`config.mk`:
```
export PLATFORM = sky130hd
export DESIGN_NAME = cde_ctrl
export DESIGN_NICKNAME = d
export VERILOG_FILES = /design/src/sv/cde_pkg.sv /design/src/sv/cde_ctrl.sv
export SDC_FILE = /design/constraint.sdc
export NUM_CORES = 1
export LEC_CHECK = 0
export ABC_AREA = 0
export ABC_CLOCK_PERIOD_IN_PS = 3900
export BUFFER_PORTS_ARGS = -buffer_cell sky130_fd_sc_hd__buf_2
export CAP_MARGIN = 25
export CORE_MARGIN = 10
export CORE_UTILIZATION = 35
export CTS_CLUSTER_SIZE = 28
export DETAILED_ROUTE_END_ITERATION = 16
export HOLD_SLACK_MARGIN = 0.08
export PLACE_DENSITY = 0.59
export RECOVER_POWER = 100
export SETUP_SLACK_MARGIN = 0.5
export SLEW_MARGIN = 20
export SYNTH_ARGS = -nofsm -noshare
export SYNTH_HDL_FRONTEND = slang
export SYNTH_SLANG_ARGS = --single-unit
```
`constraint.sdc`:
```
create_clock -name clk_i -period 3.9 [get_ports clk_i]
set_input_delay 0.585 -clock clk_i [delete_from_list [all_inputs] [get_ports clk_i]]
set_output_delay 0.585 -clock clk_i [all_outputs]
set_load 0.05 [all_outputs]
```
`src/sv/cde_pkg.sv`:
```
// ----------------------------------------------------------------------------
// cde_pkg
// Shared types, micro-program and constants for the convolution descriptor
// expander.
// ----------------------------------------------------------------------------
`default_nettype none

package cde_pkg;

  localparam int DIV_NW = 32;
  localparam int DIV_DW = 20;

  localparam int IMAGE_ALIGN       = 16;
  localparam int FILTER_ELEM_ALIGN = 16;

  typedef enum logic [5:0] {
    OP_OH_DIV, OP_OH_SET, OP_OW_DIV, OP_OW_SET,
    OP_CPG_DIV, OP_CPG_SET, OP_FPG_DIV, OP_FPG_SET,
    OP_IAPR_MUL, OP_IAPR_SET,
    OP_FAA_MUL1, OP_FAA_MUL2, OP_FAA_SET,
    OP_OAPR_MUL, OP_OAPR_SET,
    OP_SRCH_INIT, OP_X_MID, OP_P, OP_NEED, OP_EVAL, OP_LOOP,
    OP_WIN_FIX, OP_BNUM_DIV, OP_BNUM_SET, OP_BLAST_MUL, OP_BLAST_SET,
    OP_X_WIN, OP_NW_SAVE, OP_X_BLAST,
    OP_W8_MUL, OP_W8_MUL2, OP_W18_DIV, OP_W18_SET, OP_W19_DIV, OP_W19_SET,
    OP_W20, OP_W5, OP_W10, OP_END
  } op_e;

  typedef enum logic [4:0] {
    W_OH, W_OW, W_FPG, W_CPG, W_IAPR, W_IPAD, W_FAA, W_OAPR, W_IBLK, W_FPAD,
    W_WFIRST, W_WMULTI, W_BNUM, W_BLEN, W_BLEN_LAST, W_WIN, W_WIN_LAST,
    W_RES_ALIGN, W_PFULL, W_POST_PFULL, W_BIAS_LEN, W_CMD
  } word_e;

  localparam int PROG_LEN = 43;
  localparam logic [5:0] LOOP_TARGET = 6'd16;

  localparam op_e PROG [PROG_LEN] = '{
    OP_OH_DIV, OP_OH_SET, OP_OW_DIV, OP_OW_SET,
    OP_CPG_DIV, OP_CPG_SET, OP_FPG_DIV, OP_FPG_SET,
    OP_IAPR_MUL, OP_IAPR_SET,
    OP_FAA_MUL1, OP_FAA_MUL2, OP_FAA_SET,
    OP_OAPR_MUL, OP_OAPR_SET,
    OP_SRCH_INIT, OP_X_MID, OP_P, OP_NEED, OP_EVAL, OP_LOOP,
    OP_WIN_FIX, OP_BNUM_DIV, OP_BNUM_SET, OP_BLAST_MUL, OP_BLAST_SET,
    OP_X_WIN, OP_P, OP_NEED, OP_NW_SAVE,
    OP_X_BLAST, OP_P, OP_NEED,
    OP_W8_MUL, OP_W8_MUL2, OP_W18_DIV, OP_W18_SET, OP_W19_DIV, OP_W19_SET,
    OP_W20, OP_W5, OP_W10, OP_END
  };

  typedef struct packed {
    logic       capture;
    logic       exec;
    op_e        op;
    logic       load_out;
    logic [4:0] out_idx;
    logic       out_err;
    logic       out_last;
  } cmd_t;

  typedef struct packed {
    logic err;
    logic div_busy;
    logic div_done;
    logic lo_lt_hi;
  } stat_t;

  function automatic logic op_is_div(op_e op);
    return op == OP_OH_DIV || op == OP_OW_DIV || op == OP_CPG_DIV ||
           op == OP_FPG_DIV || op == OP_BNUM_DIV ||
           op == OP_W18_DIV || op == OP_W19_DIV;
  endfunction

endpackage

`default_nettype wire

```
`src/sv/cde_ctrl.sv`:
```
// ----------------------------------------------------------------------------
// cde_ctrl
// Controller: input handshake, micro-program sequencing, output beats.
// ----------------------------------------------------------------------------
`default_nettype none

module cde_ctrl
  import cde_pkg::*;
(
  input  wire logic  clk_i,
  input  wire logic  rst_ni,
  input  wire logic  in_valid_i,
  output logic       in_stall_o,
  output logic       out_valid_o,
  input  wire logic  out_stall_i,
  input  wire stat_t stat_i,
  output cmd_t       cmd_o
);

  typedef enum logic [4:0] {
    ST_IDLE  = 5'b00001,
    ST_CHECK = 5'b00010,
    ST_RUN   = 5'b00100,
    ST_WAIT  = 5'b01000,
    ST_EMIT  = 5'b10000
  } state_e;

  state_e     state_q, state_d;
  logic [5:0] pc_q, pc_d;
  logic [4:0] idx_q, idx_d;
  logic       err_q, err_d;
  logic       ovalid_q, ovalid_d;
  logic       last_beat;

  assign in_stall_o  = (state_q != ST_IDLE);
  assign out_valid_o = ovalid_q;
  assign last_beat   = err_q || (idx_q == W_CMD);

  always_comb begin
    state_d  = state_q;
    pc_d     = pc_q;
    idx_d    = idx_q;
    err_d    = err_q;
    ovalid_d = ovalid_q;
    cmd_o          = '0;
    cmd_o.op       = PROG[pc_q];
    cmd_o.capture  = (state_q == ST_IDLE) && in_valid_i;
    cmd_o.out_idx  = err_q ? W_OH : idx_q;
    cmd_o.out_err  = err_q;
    cmd_o.out_last = last_beat;
    if (ovalid_q && !out_stall_i) ovalid_d = 1'b0;
    unique case (state_q)
      ST_IDLE: begin
        if (in_valid_i) state_d = ST_CHECK;
      end
      ST_CHECK: begin
        idx_d = '0;
        pc_d  = '0;
        err_d = stat_i.err;
        state_d = stat_i.err ? ST_EMIT : ST_RUN;
      end
      ST_RUN: begin
        cmd_o.exec = 1'b1;
        if (op_is_div(cmd_o.op)) begin
          state_d = ST_WAIT;
        end else if (cmd_o.op == OP_LOOP) begin
          pc_d = stat_i.lo_lt_hi ? LOOP_TARGET : pc_q + 6'd1;
        end else if (cmd_o.op == OP_END) begin
          state_d = ST_EMIT;
        end else begin
          pc_d = pc_q + 6'd1;
        end
      end
      ST_WAIT: begin
        if (stat_i.div_done) begin
          pc_d    = pc_q + 6'd1;
          state_d = ST_RUN;
        end
      end
      ST_EMIT: begin
        if (!ovalid_q || !out_stall_i) begin
          cmd_o.load_out = 1'b1;
          ovalid_d = 1'b1;
          if (last_beat) state_d = ST_IDLE;
          else idx_d = idx_q + 5'd1;
        end
      end
      default: state_d = ST_IDLE;
    endcase
  end

  always_ff @(posedge clk_i or negedge rst_ni) begin
    if (!rst_ni) begin
      state_q  <= ST_IDLE;
      pc_q     <= '0;
      idx_q    <= '0;
      err_q    <= 1'b0;
      ovalid_q <= 1'b0;
    end else begin
      state_q  <= state_d;
      pc_q     <= pc_d;
      idx_q    <= idx_d;
      err_q    <= err_d;
      ovalid_q <= ovalid_d;
    end
  end

  a_wait_busy: assert property (@(posedge clk_i) disable iff (!rst_ni)
    state_q == ST_WAIT |-> stat_i.div_busy)
    else $error("waiting on an idle divider");

  a_pc_range: assert property (@(posedge clk_i) disable iff (!rst_ni)
    (state_q == ST_RUN || state_q == ST_WAIT) |-> pc_q < 6'(PROG_LEN))
    else $error("program counter out of range");

  a_err_single: assert property (@(posedge clk_i) disable iff (!rst_ni)
    (state_q == ST_EMIT && err_q) |-> idx_q == 5'd0)
    else $error("error layer emitting more than one beat");

endmodule

`default_nettype wire

```
==> report_table.html, run 1 <==
<table>
<tr><th>Metric</th><th>Value</th></tr>
<tr><th colspan="2">Status</th></tr>
<tr><td>Run status</td><td>finished, final reports clean</td></tr>
<tr><th colspan="2">Cells and area</th></tr>
<tr><td>Final Instance Count excl. Fillers</td><td>between 200 and 250</td></tr>
<tr><td>Top library cells by usage in the layout, fill and taps aside</td><td>19 x sky130_fd_sc_hd__clkbuf_1, 18 x sky130_fd_sc_hd__nor2_1, 17 x sky130_fd_sc_hd__dfrtp_1</td></tr>
<tr><td>Layout overhead on the synthesized area</td><td>10.0%</td></tr>
<tr><td>Area occupied by multi-input gates</td><td>921 sq um</td></tr>
<tr><td>Inserted Diodes</td><td>0</td></tr>
<tr><td>Area taken by flip-flops and latches</td><td>452 sq um</td></tr>
<tr><td>Final design utilization</td><td>0.403</td></tr>
<tr><td># fillers</td><td>433</td></tr>
<tr><td>Commonest non-fill, non-tap cell in the layout</td><td>sky130_fd_sc_hd__clkbuf_1</td></tr>
<tr><td>Number of nets in the final layout</td><td>between 200 and 250</td></tr>
<tr><td>Layout cell share with drive strength beyond 1</td><td>0.148</td></tr>
<tr><th colspan="2">Synthesis</th></tr>
<tr><td>Sequential fraction of the synthesis area</td><td>0.306</td></tr>
<tr><td>Number of synthesis warnings</td><td>0</td></tr>
<tr><td>Number of synthesized flops with an enable pin</td><td>0</td></tr>
<tr><td>Mean Syn Cell Area</td><td>between 8 and 9 sq um</td></tr>
<tr><td>Cell count after synthesis</td><td>around 170</td></tr>
<tr><td>Total nets after synthesis</td><td>around 180</td></tr>
<tr><td>Unique cell type count in the Yosys netlist</td><td>61</td></tr>
<tr><td>Netlist area before placement</td><td>0.00148 sq mm</td></tr>
<tr><td>Primary FF master, synth</td><td>sky130_fd_sc_hd__dfrtp_1</td></tr>
<tr><td>Number of flip-flops and latches in the synthesized netlist</td><td>18</td></tr>
<tr><td>Fraction of registers with async set or reset after synthesis</td><td>1.00</td></tr>
<tr><th colspan="2">Detailed routing</th></tr>
<tr><td>Post-detailed-routing wire length</td><td>3.57 mm</td></tr>
<tr><td>ANT nets after route</td><td>0</td></tr>
<tr><td>Number of iterations in the first detailed-routing pass</td><td>6</td></tr>
<tr><td>Vias per cell</td><td>5.46</td></tr>
<tr><td>Routed WL per cell</td><td>14.9 microns</td></tr>
<tr><td>DR DRC count</td><td>0</td></tr>
<tr><td>Initial detailed-routing violation count</td><td>69</td></tr>
<tr><td>Via count</td><td>about 1300</td></tr>
<tr><th colspan="2">Floorplanning</th></tr>
<tr><td>Full die area</td><td>~0.007 sq mm</td></tr>
<tr><td>Number of core rows</td><td>23</td></tr>
<tr><td>I/O pins</td><td>26</td></tr>
<tr><td>Die Y</td><td>84.9 microns</td></tr>
<tr><td>Initial Util</td><td>0.366</td></tr>
<tr><td>Core Footprint</td><td>0.00403 sq mm</td></tr>
<tr><td>Die outline width</td><td>about 85 microns</td></tr>
<tr><th colspan="2">CTS</th></tr>
<tr><td>Root buffer cell</td><td>sky130_fd_sc_hd__clkbuf_8</td></tr>
<tr><td>Number of buffers created by CTS</td><td>3</td></tr>
<tr><td>Clock tree buffer depth</td><td>2</td></tr>
<tr><td>Clock Latency Late Sink</td><td>around 250 ps</td></tr>
<tr><td>Number of H-tree levels</td><td>1</td></tr>
<tr><td>CTS tree</td><td>built</td></tr>
<tr><td>Count of instances resized after the clock tree is built</td><td>0</td></tr>
<tr><td>Hold buffers post-CTS</td><td>0</td></tr>
<tr><td>Clock slew at the register clock pins of the worst setup and hold paths</td><td>70 ps</td></tr>
<tr><td>Clk sinks</td><td>18</td></tr>
<tr><td>Total setup buffers inserted after CTS</td><td>0</td></tr>
<tr><th colspan="2">Critical path</th></tr>
<tr><td>Critical path startpoint category</td><td>flip-flop</td></tr>
<tr><td>Depth of the worst register-to-register path</td><td>9</td></tr>
<tr><td>Peak per-stage delay on the critical path</td><td>about 680 ps</td></tr>
<tr><td>Series of cell instances along the critical path</td><td>inv_1 &gt; ha_1 &gt; nand2b_1 &gt; a21o_1 &gt; a211oi_1 &gt; a211oi_1 &gt; o21ai_0 &gt; o21ai_0 &gt; a221oi_2</td></tr>
<tr><td>Data required time at the worst endpoint</td><td>4060 ps</td></tr>
<tr><td>Endpoint type of the worst setup path</td><td>flip-flop</td></tr>
<tr><td>Worst Path Class, Setup</td><td>reg -&gt; reg</td></tr>
<tr><td>Master of the slowest instance on the critical path</td><td>sky130_fd_sc_hd__o21ai_0</td></tr>
<tr><td>Arr. time, crit path</td><td>3270 ps</td></tr>
<tr><td>Critical path peak fanout</td><td>9</td></tr>
<tr><th colspan="2">Pwr</th></tr>
<tr><td>Part of the power in the clock network</td><td>0.148</td></tr>
<tr><td>Internal power of the cells</td><td>roughly 430 uW</td></tr>
<tr><td>Fraction of power consumed by sequential logic</td><td>0.332</td></tr>
<tr><td>Switch share</td><td>0.529</td></tr>
<tr><td>Logic pwr share</td><td>0.519</td></tr>
<tr><td>Leakage dissipation</td><td>~0.00066 uW</td></tr>
<tr><td>Sw power</td><td>484 uW</td></tr>
<tr><td>Pwr Density</td><td>565 mW/mm^2</td></tr>
<tr><td>Largest voltage drop on the vdd net</td><td>between 0.2 and 0.25 mV</td></tr>
<tr><th colspan="2">Timing</th></tr>
<tr><td>Number of endpoints with negative hold slack in the final report</td><td>0</td></tr>
<tr><td>Time the final worst path needs with I/O delays and setup</td><td>approximately 3100 ps</td></tr>
<tr><td>Part of the cycle the worst path needs</td><td>0.798</td></tr>
<tr><td>Slew at the pin with the worst max-slew slack</td><td>about 1000 ps</td></tr>
<tr><td>Total negative setup slack</td><td>0 ps</td></tr>
<tr><td>Setup repair after global routing missed its margin</td><td>no</td></tr>
<tr><td>Final-report max-slew violation count</td><td>0</td></tr>
<tr><td>Setup violators final</td><td>0</td></tr>
<tr><td>Fmax achieved</td><td>~320 MHz</td></tr>
<tr><td>Relative slew margins</td><td>0.334</td></tr>
<tr><td>Clock tree skew after final layout</td><td>1.75 ps</td></tr>
<tr><th colspan="2">GRT</th></tr>
<tr><td>Antenna violations before repair</td><td>0</td></tr>
<tr><td>Global-route wire length before repair</td><td>between 6 and 7 mm</td></tr>
<tr><td>Overflow left after global routing</td><td>0</td></tr>
<tr><td>Number of global-route vias before repair</td><td>1308</td></tr>
<tr><td>Largest net degree at the start of global routing</td><td>19</td></tr>
<tr><td>Gr usage total</td><td>0.0995</td></tr>
<tr><th colspan="2">Placement</th></tr>
<tr><td>Hpwl dp</td><td>between 2 and 3 mm</td></tr>
<tr><td>Count of input and output buffers</td><td>24</td></tr>
<tr><td>Number of placed cells counting well taps</td><td>~240</td></tr>
<tr><td>Routability Congestion</td><td>0.870</td></tr>
<tr><th colspan="2">Run</th></tr>
<tr><td>Number of maximum-capacitance constraint violations</td><td>0</td></tr>
<tr><th colspan="2">Hold path</th></tr>
<tr><td>Worst hold path type</td><td>in -&gt; async</td></tr>
</table>
## layer usage
| layer | GRT usage | vias to the layer above | wire length (microns) |
|---|---|---|---|
| met4 | 0.0374 | 0 | 51 |
| met5 | 0 | - | 0 |
| li1 | - | 654 | - |
| met1 | 0.125 | 620 | 1730 |
| met2 | 0.156 | 27 | 1580 |
| met3 | 0.0296 | 4 | 207 |
## power groups by stage
stage | sequential, uW | clock [uW] | combinational [uW]
floorplan | 283 | 0 | 425
global placement | 310 | 0 | 500
detailed placement | 308 | 0 | 498
global route | 317 | 154 | 523
finish | 305 | 136 | 476
CTS | 306 | 141 | 501
## synth_stat cells (2+ instances only)
cell	count	share of area
sky130_fd_sc_hd__nor2_1	18	0.046
sky130_fd_sc_hd__dfrtp_1	17	0.29
sky130_fd_sc_hd__o21ai_0	11	0.037
sky130_fd_sc_hd__nand2_1	10	0.025
sky130_fd_sc_hd__nand3_1	9	0.031
sky130_fd_sc_hd__ha_1	8	0.068
sky130_fd_sc_hd__inv_1	8	0.020
sky130_fd_sc_hd__a21oi_1	5	0.017
sky130_fd_sc_hd__nor2b_1	5	0.021
sky130_fd_sc_hd__a211oi_1	4	0.020
sky130_fd_sc_hd__a211oi_2	3	0.025
sky130_fd_sc_hd__buf_4	3	0.015
sky130_fd_sc_hd__nand2b_1	3	0.013
sky130_fd_sc_hd__nand3b_1	3	0.015
sky130_fd_sc_hd__nor3_1	3	0.010
sky130_fd_sc_hd__o211ai_1	3	0.015
sky130_fd_sc_hd__a21o_1	2	0.010
sky130_fd_sc_hd__a221oi_2	2	0.020
sky130_fd_sc_hd__a22o_1	2	0.012
sky130_fd_sc_hd__buf_6	2	0.015
sky130_fd_sc_hd__nand2_2	2	0.0085
sky130_fd_sc_hd__nor4b_2	2	0.020
sky130_fd_sc_hd__o21ai_1	2	0.0068
sky130_fd_sc_hd__o22ai_1	2	0.0085
sky130_fd_sc_hd__xor2_1	2	0.012
## path summary, 6_finish.rpt
check	slack [ps]	endpoint	startpoint
setup / recovery	790	pc_q[4]	pc_q[1]
hold / removal	470	idx_q[3]	rst_ni
setup reg to reg	790	pc_q[4]	pc_q[1]
hold reg to reg	570	idx_q[1]	idx_q[1]
max in group asynchronous	2830	state_q[1]	rst_ni
min in group clk_i	500	state_q[0]	in_valid_i
## cell families after synthesis
group / Yosys count / synth area share
buf+inv: 17 / 0.0636
mux: 3 / 0.0246
simple gates: 70 / 0.273
flops: 18 / 0.306
xor+xnor: 3 / 0.0178
compound gates: 48 / 0.247
fa+ha+maj: 8 / 0.0679
## worst max-delay path, delay by kind of cell, from the launching register on
| kind | cells | cell delay [ps] |
|---|---|---|
| compound gates | 6 | 1750 |
| flops | 1 | 510 |
| fa+ha+maj | 1 | 370 |
| buf+inv | 1 | 220 |
| simple gates | 1 | 170 |
## cell type report
class,count,share of cell area
multi-input combinational,132,0.567
sequential,18,0.278
timing repair buffer,24,0.0601
tap,50,0.0386
clock buffer,4,0.0278
inverter,11,0.0278
## flip-flops by register name, indices dropped and copies added, names as in the netlist
name	flops
state_q	5
pc_q	6
out_valid_o	1
idx_q	5
err_q	1
## metrics by stage
step / setup WS [ps] / power (uW) / hold WS [ps] / cell area, sq um
floorplan: 1310 / 708 / 289 / 1480
global placement: 1190 / 810 / 545 / 1610
detailed placement: 1200 / 807 / 553 / 1610
CTS: 1040 / 948 / 270 / 1650
global route: 491 / 994 / 502 / 1620
finish: 789 / 916 / 471 / 1620
(Power assumes the default switching activity.)
==> run 2: changes to the inputs <==
--- a/config.mk
+++ b/config.mk
@@ -6,7 +6,7 @@
 export NUM_CORES = 1
 export LEC_CHECK = 0
 export ABC_AREA = 0
-export ABC_CLOCK_PERIOD_IN_PS = 3900
+export ABC_CLOCK_PERIOD_IN_PS = 2700
 export BUFFER_PORTS_ARGS = -buffer_cell sky130_fd_sc_hd__buf_2
 export CAP_MARGIN = 25
 export CORE_MARGIN = 10
@@ -14,7 +14,7 @@
 export CTS_CLUSTER_SIZE = 28
 export DETAILED_ROUTE_END_ITERATION = 16
 export HOLD_SLACK_MARGIN = 0.08
-export PLACE_DENSITY = 0.59
+export PLACE_DENSITY = 0.61
 export RECOVER_POWER = 100
 export SETUP_SLACK_MARGIN = 0.5
 export SLEW_MARGIN = 20
==> constraint.sdc (replaced) <==
create_clock -name clk_i -period 2.7 [get_ports clk_i]
set_input_delay 0.405 -clock clk_i [delete_from_list [all_inputs] [get_ports clk_i]]
set_output_delay 0.405 -clock clk_i [all_outputs]
set_load 0.05 [all_outputs]
==> run 2 against run 1 <==
  * Clock-buffer cell count is the same
  * Core utilization increased by 10 points
  * Final area is 26% higher
  * Clock power is 60% higher
  * Die area unchanged
  * Sequential power is 46% higher
  * Register-to-register slack worse by 510 ps
  * Setup slack got worse by 560 ps
  * Largest power group unchanged
==> report_table.html, run 2 (synthesis gave the netlist of run 1 again) <==
<table>
<tr><th>Metric</th><th>Value</th></tr>
<tr><th colspan="2">Detailed routing</th></tr>
<tr><td>Vias per cell</td><td>roughly 5.3</td></tr>
<tr><td>Top Metal Used</td><td>met4</td></tr>
<tr><td>Number of iterations in the first detailed-routing pass</td><td>4</td></tr>
<tr><td>Initial detailed-routing violation count</td><td>65</td></tr>
<tr><td>Post-detailed-routing wire length</td><td>around 4.0 mm</td></tr>
<tr><td>Met2 Routed Length</td><td>between 1.5 and 2 mm</td></tr>
<tr><td>DR DRC count</td><td>0</td></tr>
<tr><td>Via count</td><td>around 1400</td></tr>
<tr><td>Routed length on met1</td><td>about 1.8 mm</td></tr>
<tr><td>ANT nets after route</td><td>0</td></tr>
<tr><td>Detailed route wirelength on metal3</td><td>a little over 200 microns</td></tr>
<tr><td>Routed WL per cell</td><td>approximately 15 microns</td></tr>
<tr><th colspan="2">Critical path</th></tr>
<tr><td>Critical path peak fanout</td><td>6</td></tr>
<tr><td>Data required time at the worst endpoint</td><td>between 2000 and 2500 ps</td></tr>
<tr><td>Depth of the worst register-to-register path</td><td>9</td></tr>
<tr><td>Worst Path Class, Setup</td><td>reg -&gt; out</td></tr>
<tr><td>End of the worst register-to-register path</td><td>pc_q[1]</td></tr>
<tr><td>FF-to-FF Start</td><td>pc_q[1]</td></tr>
<tr><td>Arr. time, crit path</td><td>between 2000 and 2500 ps</td></tr>
<tr><td>Worst setup path endpoint</td><td>cmd_o[11]</td></tr>
<tr><td>Critical path startpoint category</td><td>flip-flop</td></tr>
<tr><td>Launching element of the worst setup path</td><td>pc_q[1]</td></tr>
<tr><td>Endpoint type of the worst setup path</td><td>output pin</td></tr>
<tr><td>R2R setup slack</td><td>approximately 280 ps</td></tr>
<tr><th colspan="2">Pwr</th></tr>
<tr><td>Fraction of power consumed by sequential logic</td><td>0.277</td></tr>
<tr><td>Logic pwr share</td><td>0.586</td></tr>
<tr><td>Pwr Density</td><td>about 780 mW/mm^2</td></tr>
<tr><td>Part of the power in the clock network</td><td>0.136</td></tr>
<tr><td>Leakage dissipation</td><td>roughly 0.00083 uW</td></tr>
<tr><td>Sw power</td><td>roughly 800 uW</td></tr>
<tr><td>Switch share</td><td>0.499</td></tr>
<tr><td>Largest voltage drop on the vdd net</td><td>about 0.31 mV</td></tr>
<tr><td>Internal power of the cells</td><td>801 uW</td></tr>
<tr><th colspan="2">GRT</th></tr>
<tr><td>Largest net degree at the start of global routing</td><td>19</td></tr>
<tr><td>Gr usage total</td><td>0.108</td></tr>
<tr><td>Global-route wire length before repair</td><td>6.73 mm</td></tr>
<tr><td>Antenna violations before repair</td><td>0</td></tr>
<tr><td>Number of global-route vias before repair</td><td>about 1500</td></tr>
<tr><td>Overflow left after global routing</td><td>0</td></tr>
<tr><th colspan="2">Placement</th></tr>
<tr><td>Routability Congestion</td><td>0.798</td></tr>
<tr><td>Dpl cell area</td><td>between 0.0015 and 0.002 sq mm</td></tr>
<tr><td>Hpwl dp</td><td>2.83 mm</td></tr>
<tr><td>Number of placed cells counting well taps</td><td>239</td></tr>
<tr><td>Count of input and output buffers</td><td>24</td></tr>
<tr><td>Post-placement worst setup slack</td><td>around 290 ps</td></tr>
<tr><th colspan="2">Cells and area</th></tr>
<tr><td>Top library cells by usage in the layout, fill and taps aside</td><td>20 x sky130_fd_sc_hd__buf_4, 16 x sky130_fd_sc_hd__nor2_1, 16 x sky130_fd_sc_hd__clkbuf_1</td></tr>
<tr><td>Area occupied by multi-input gates</td><td>~0.0011 sq mm</td></tr>
<tr><td>Most flop-heavy register</td><td>pc_q</td></tr>
<tr><td>Number of flip-flops in the largest register</td><td>6</td></tr>
<tr><td>Layout overhead on the synthesized area</td><td>38.4%</td></tr>
<tr><td>Inserted Diodes</td><td>0</td></tr>
<tr><td># fillers</td><td>slightly below 400</td></tr>
<tr><td>Final Instance Count excl. Fillers</td><td>between 200 and 300</td></tr>
<tr><td>Commonest non-fill, non-tap cell in the layout</td><td>sky130_fd_sc_hd__buf_4</td></tr>
<tr><td>Number of nets in the final layout</td><td>231</td></tr>
<tr><td>Area taken by flip-flops and latches</td><td>around 460 sq um</td></tr>
<tr><td>Layout cell share with drive strength beyond 1</td><td>0.388</td></tr>
<tr><td>Final non-filler cell area</td><td>0.00204 sq mm</td></tr>
<tr><td>Largest registers</td><td>pc_q: 6 flops, idx_q: 5 flops, state_q: 5 flops</td></tr>
<tr><th colspan="2">CTS</th></tr>
<tr><td>Clock tree buffer depth</td><td>2</td></tr>
<tr><td>Clock Latency Late Sink</td><td>approximately 250 ps</td></tr>
<tr><td>Number of H-tree levels</td><td>1</td></tr>
<tr><td>Clk sinks</td><td>18</td></tr>
<tr><td>Number of buffers created by CTS</td><td>3</td></tr>
<tr><td>Root buffer cell</td><td>sky130_fd_sc_hd__clkbuf_8</td></tr>
<tr><td>CTS tree</td><td>built</td></tr>
<tr><td>Clock slew at the register clock pins of the worst setup and hold paths</td><td>~70 ps</td></tr>
<tr><th colspan="2">Timing</th></tr>
<tr><td>Relative slew margins</td><td>0.369</td></tr>
<tr><td>Fmax achieved</td><td>a little over 400 MHz</td></tr>
<tr><td>Number of endpoints with negative hold slack in the final report</td><td>0</td></tr>
<tr><td>Part of the cycle the worst path needs</td><td>0.914</td></tr>
<tr><td>Final-report max-slew violation count</td><td>0</td></tr>
<tr><td>Total negative setup slack</td><td>0 ps</td></tr>
<tr><td>Time the final worst path needs with I/O delays and setup</td><td>roughly 2500 ps</td></tr>
<tr><td>Worst setup slack after layout</td><td>231 ps</td></tr>
<tr><td>Setup repair after global routing missed its margin</td><td>yes</td></tr>
<tr><td>Slew at the pin with the worst max-slew slack</td><td>roughly 950 ps</td></tr>
<tr><td>Clock tree skew after final layout</td><td>between 2 and 2.5 ps</td></tr>
<tr><td>Setup violators final</td><td>0</td></tr>
<tr><th colspan="2">Run</th></tr>
<tr><td>Number of maximum-capacitance constraint violations</td><td>0</td></tr>
<tr><th colspan="2">Hold path</th></tr>
<tr><td>Worst hold path type</td><td>in -&gt; async</td></tr>
<tr><th colspan="2">Status</th></tr>
<tr><td>Run status</td><td>finished, final reports clean</td></tr>
<tr><th colspan="2">Floorplanning</th></tr>
<tr><td>Die outline width</td><td>about 85 microns</td></tr>
<tr><td>I/O pins</td><td>26</td></tr>
<tr><td>Number of core rows</td><td>23</td></tr>
<tr><td>Die Y</td><td>84.9 microns</td></tr>
<tr><td>Full die area</td><td>0.00721 sq mm</td></tr>
<tr><td>Core Footprint</td><td>just over 0.004 sq mm</td></tr>
<tr><td>Initial Util</td><td>0.366</td></tr>
</table>
[run 2: cell types whose count changed in the layout (fill, tap and decap cells not counted), moves of 4 or more]
| cell | before | now |
|---|---|---|
| sky130_fd_sc_hd__a211oi_1 | 5 | 0 |
| sky130_fd_sc_hd__buf_4 | 0 | 20 |
| sky130_fd_sc_hd__buf_6 | 0 | 4 |
| sky130_fd_sc_hd__ha_1 | 8 | 3 |
| sky130_fd_sc_hd__o21ai_0 | 12 | 8 |
[run 2: what timing repair did]
item                                    4_1_cts  5_1_grt
pin swaps                                    15       10
hold buffers                                  0        0
endpoints found under the setup margin        8        9
gates resized for setup                      22       22
buffers inserted                             13        8
[run 2: worst min-delay path by stage]
stage	endpoint	cells past startpoint
2_1_floorplan	err_q	0
3_3_place_gp	idx_q[1]	1
5_1_grt	idx_q[1]	1
3_5_place_dp	idx_q[1]	1
4_1_cts	idx_q[1]	1
6_report	idx_q[1]	1
[run 2: power by group through the flow]
stage	logic [uW]	registers, uW	clock network [uW]
finish	938	444	218
global route	1020	457	236
CTS	868	438	226
detailed placement	753	439	0
global placement	750	438	0
floorplan	624	411	0
[run 2: area by class of cell]
| cell class | count | share of cell area |
|---|---|---|
| repair buffers | 49 | 0.159 |
| flip-flops and latches | 18 | 0.223 |
| well taps | 50 | 0.0306 |
| multi-input cells | 132 | 0.536 |
| inverters | 11 | 0.0245 |
| clock buffers | 4 | 0.0270 |
[run 2: layer usage]
metal  track usage  vias to the layer above
li1              -                      707
met1         0.134                      662
met2         0.177                       28
met3        0.0306                        7
met4        0.0329                        0
met5             0                        -
[run 2: through the flow]
step / power (uW) / utilization / hold slack (ps)
2_1_floorplan: 1040 / - / 109
3_3_place_gp: 1190 / 0.414 / 367
3_5_place_dp: 1190 / 0.414 / 360
4_1_cts: 1530 / 0.479 / 83.4
5_1_grt: 1710 / 0.507 / 338
6_report: 1600 / 0.507 / 271
[run 2: worst max-delay path, stage by stage, from the launching register on]
cell and delay (ps):
sky130_fd_sc_hd__dfrtp_1 530, sky130_fd_sc_hd__inv_4 90, sky130_fd_sc_hd__ha_4 170, sky130_fd_sc_hd__or4b_4 490
sky130_fd_sc_hd__a21boi_4 170, sky130_fd_sc_hd__nand2_2 80, sky130_fd_sc_hd__clkbuf_2 280
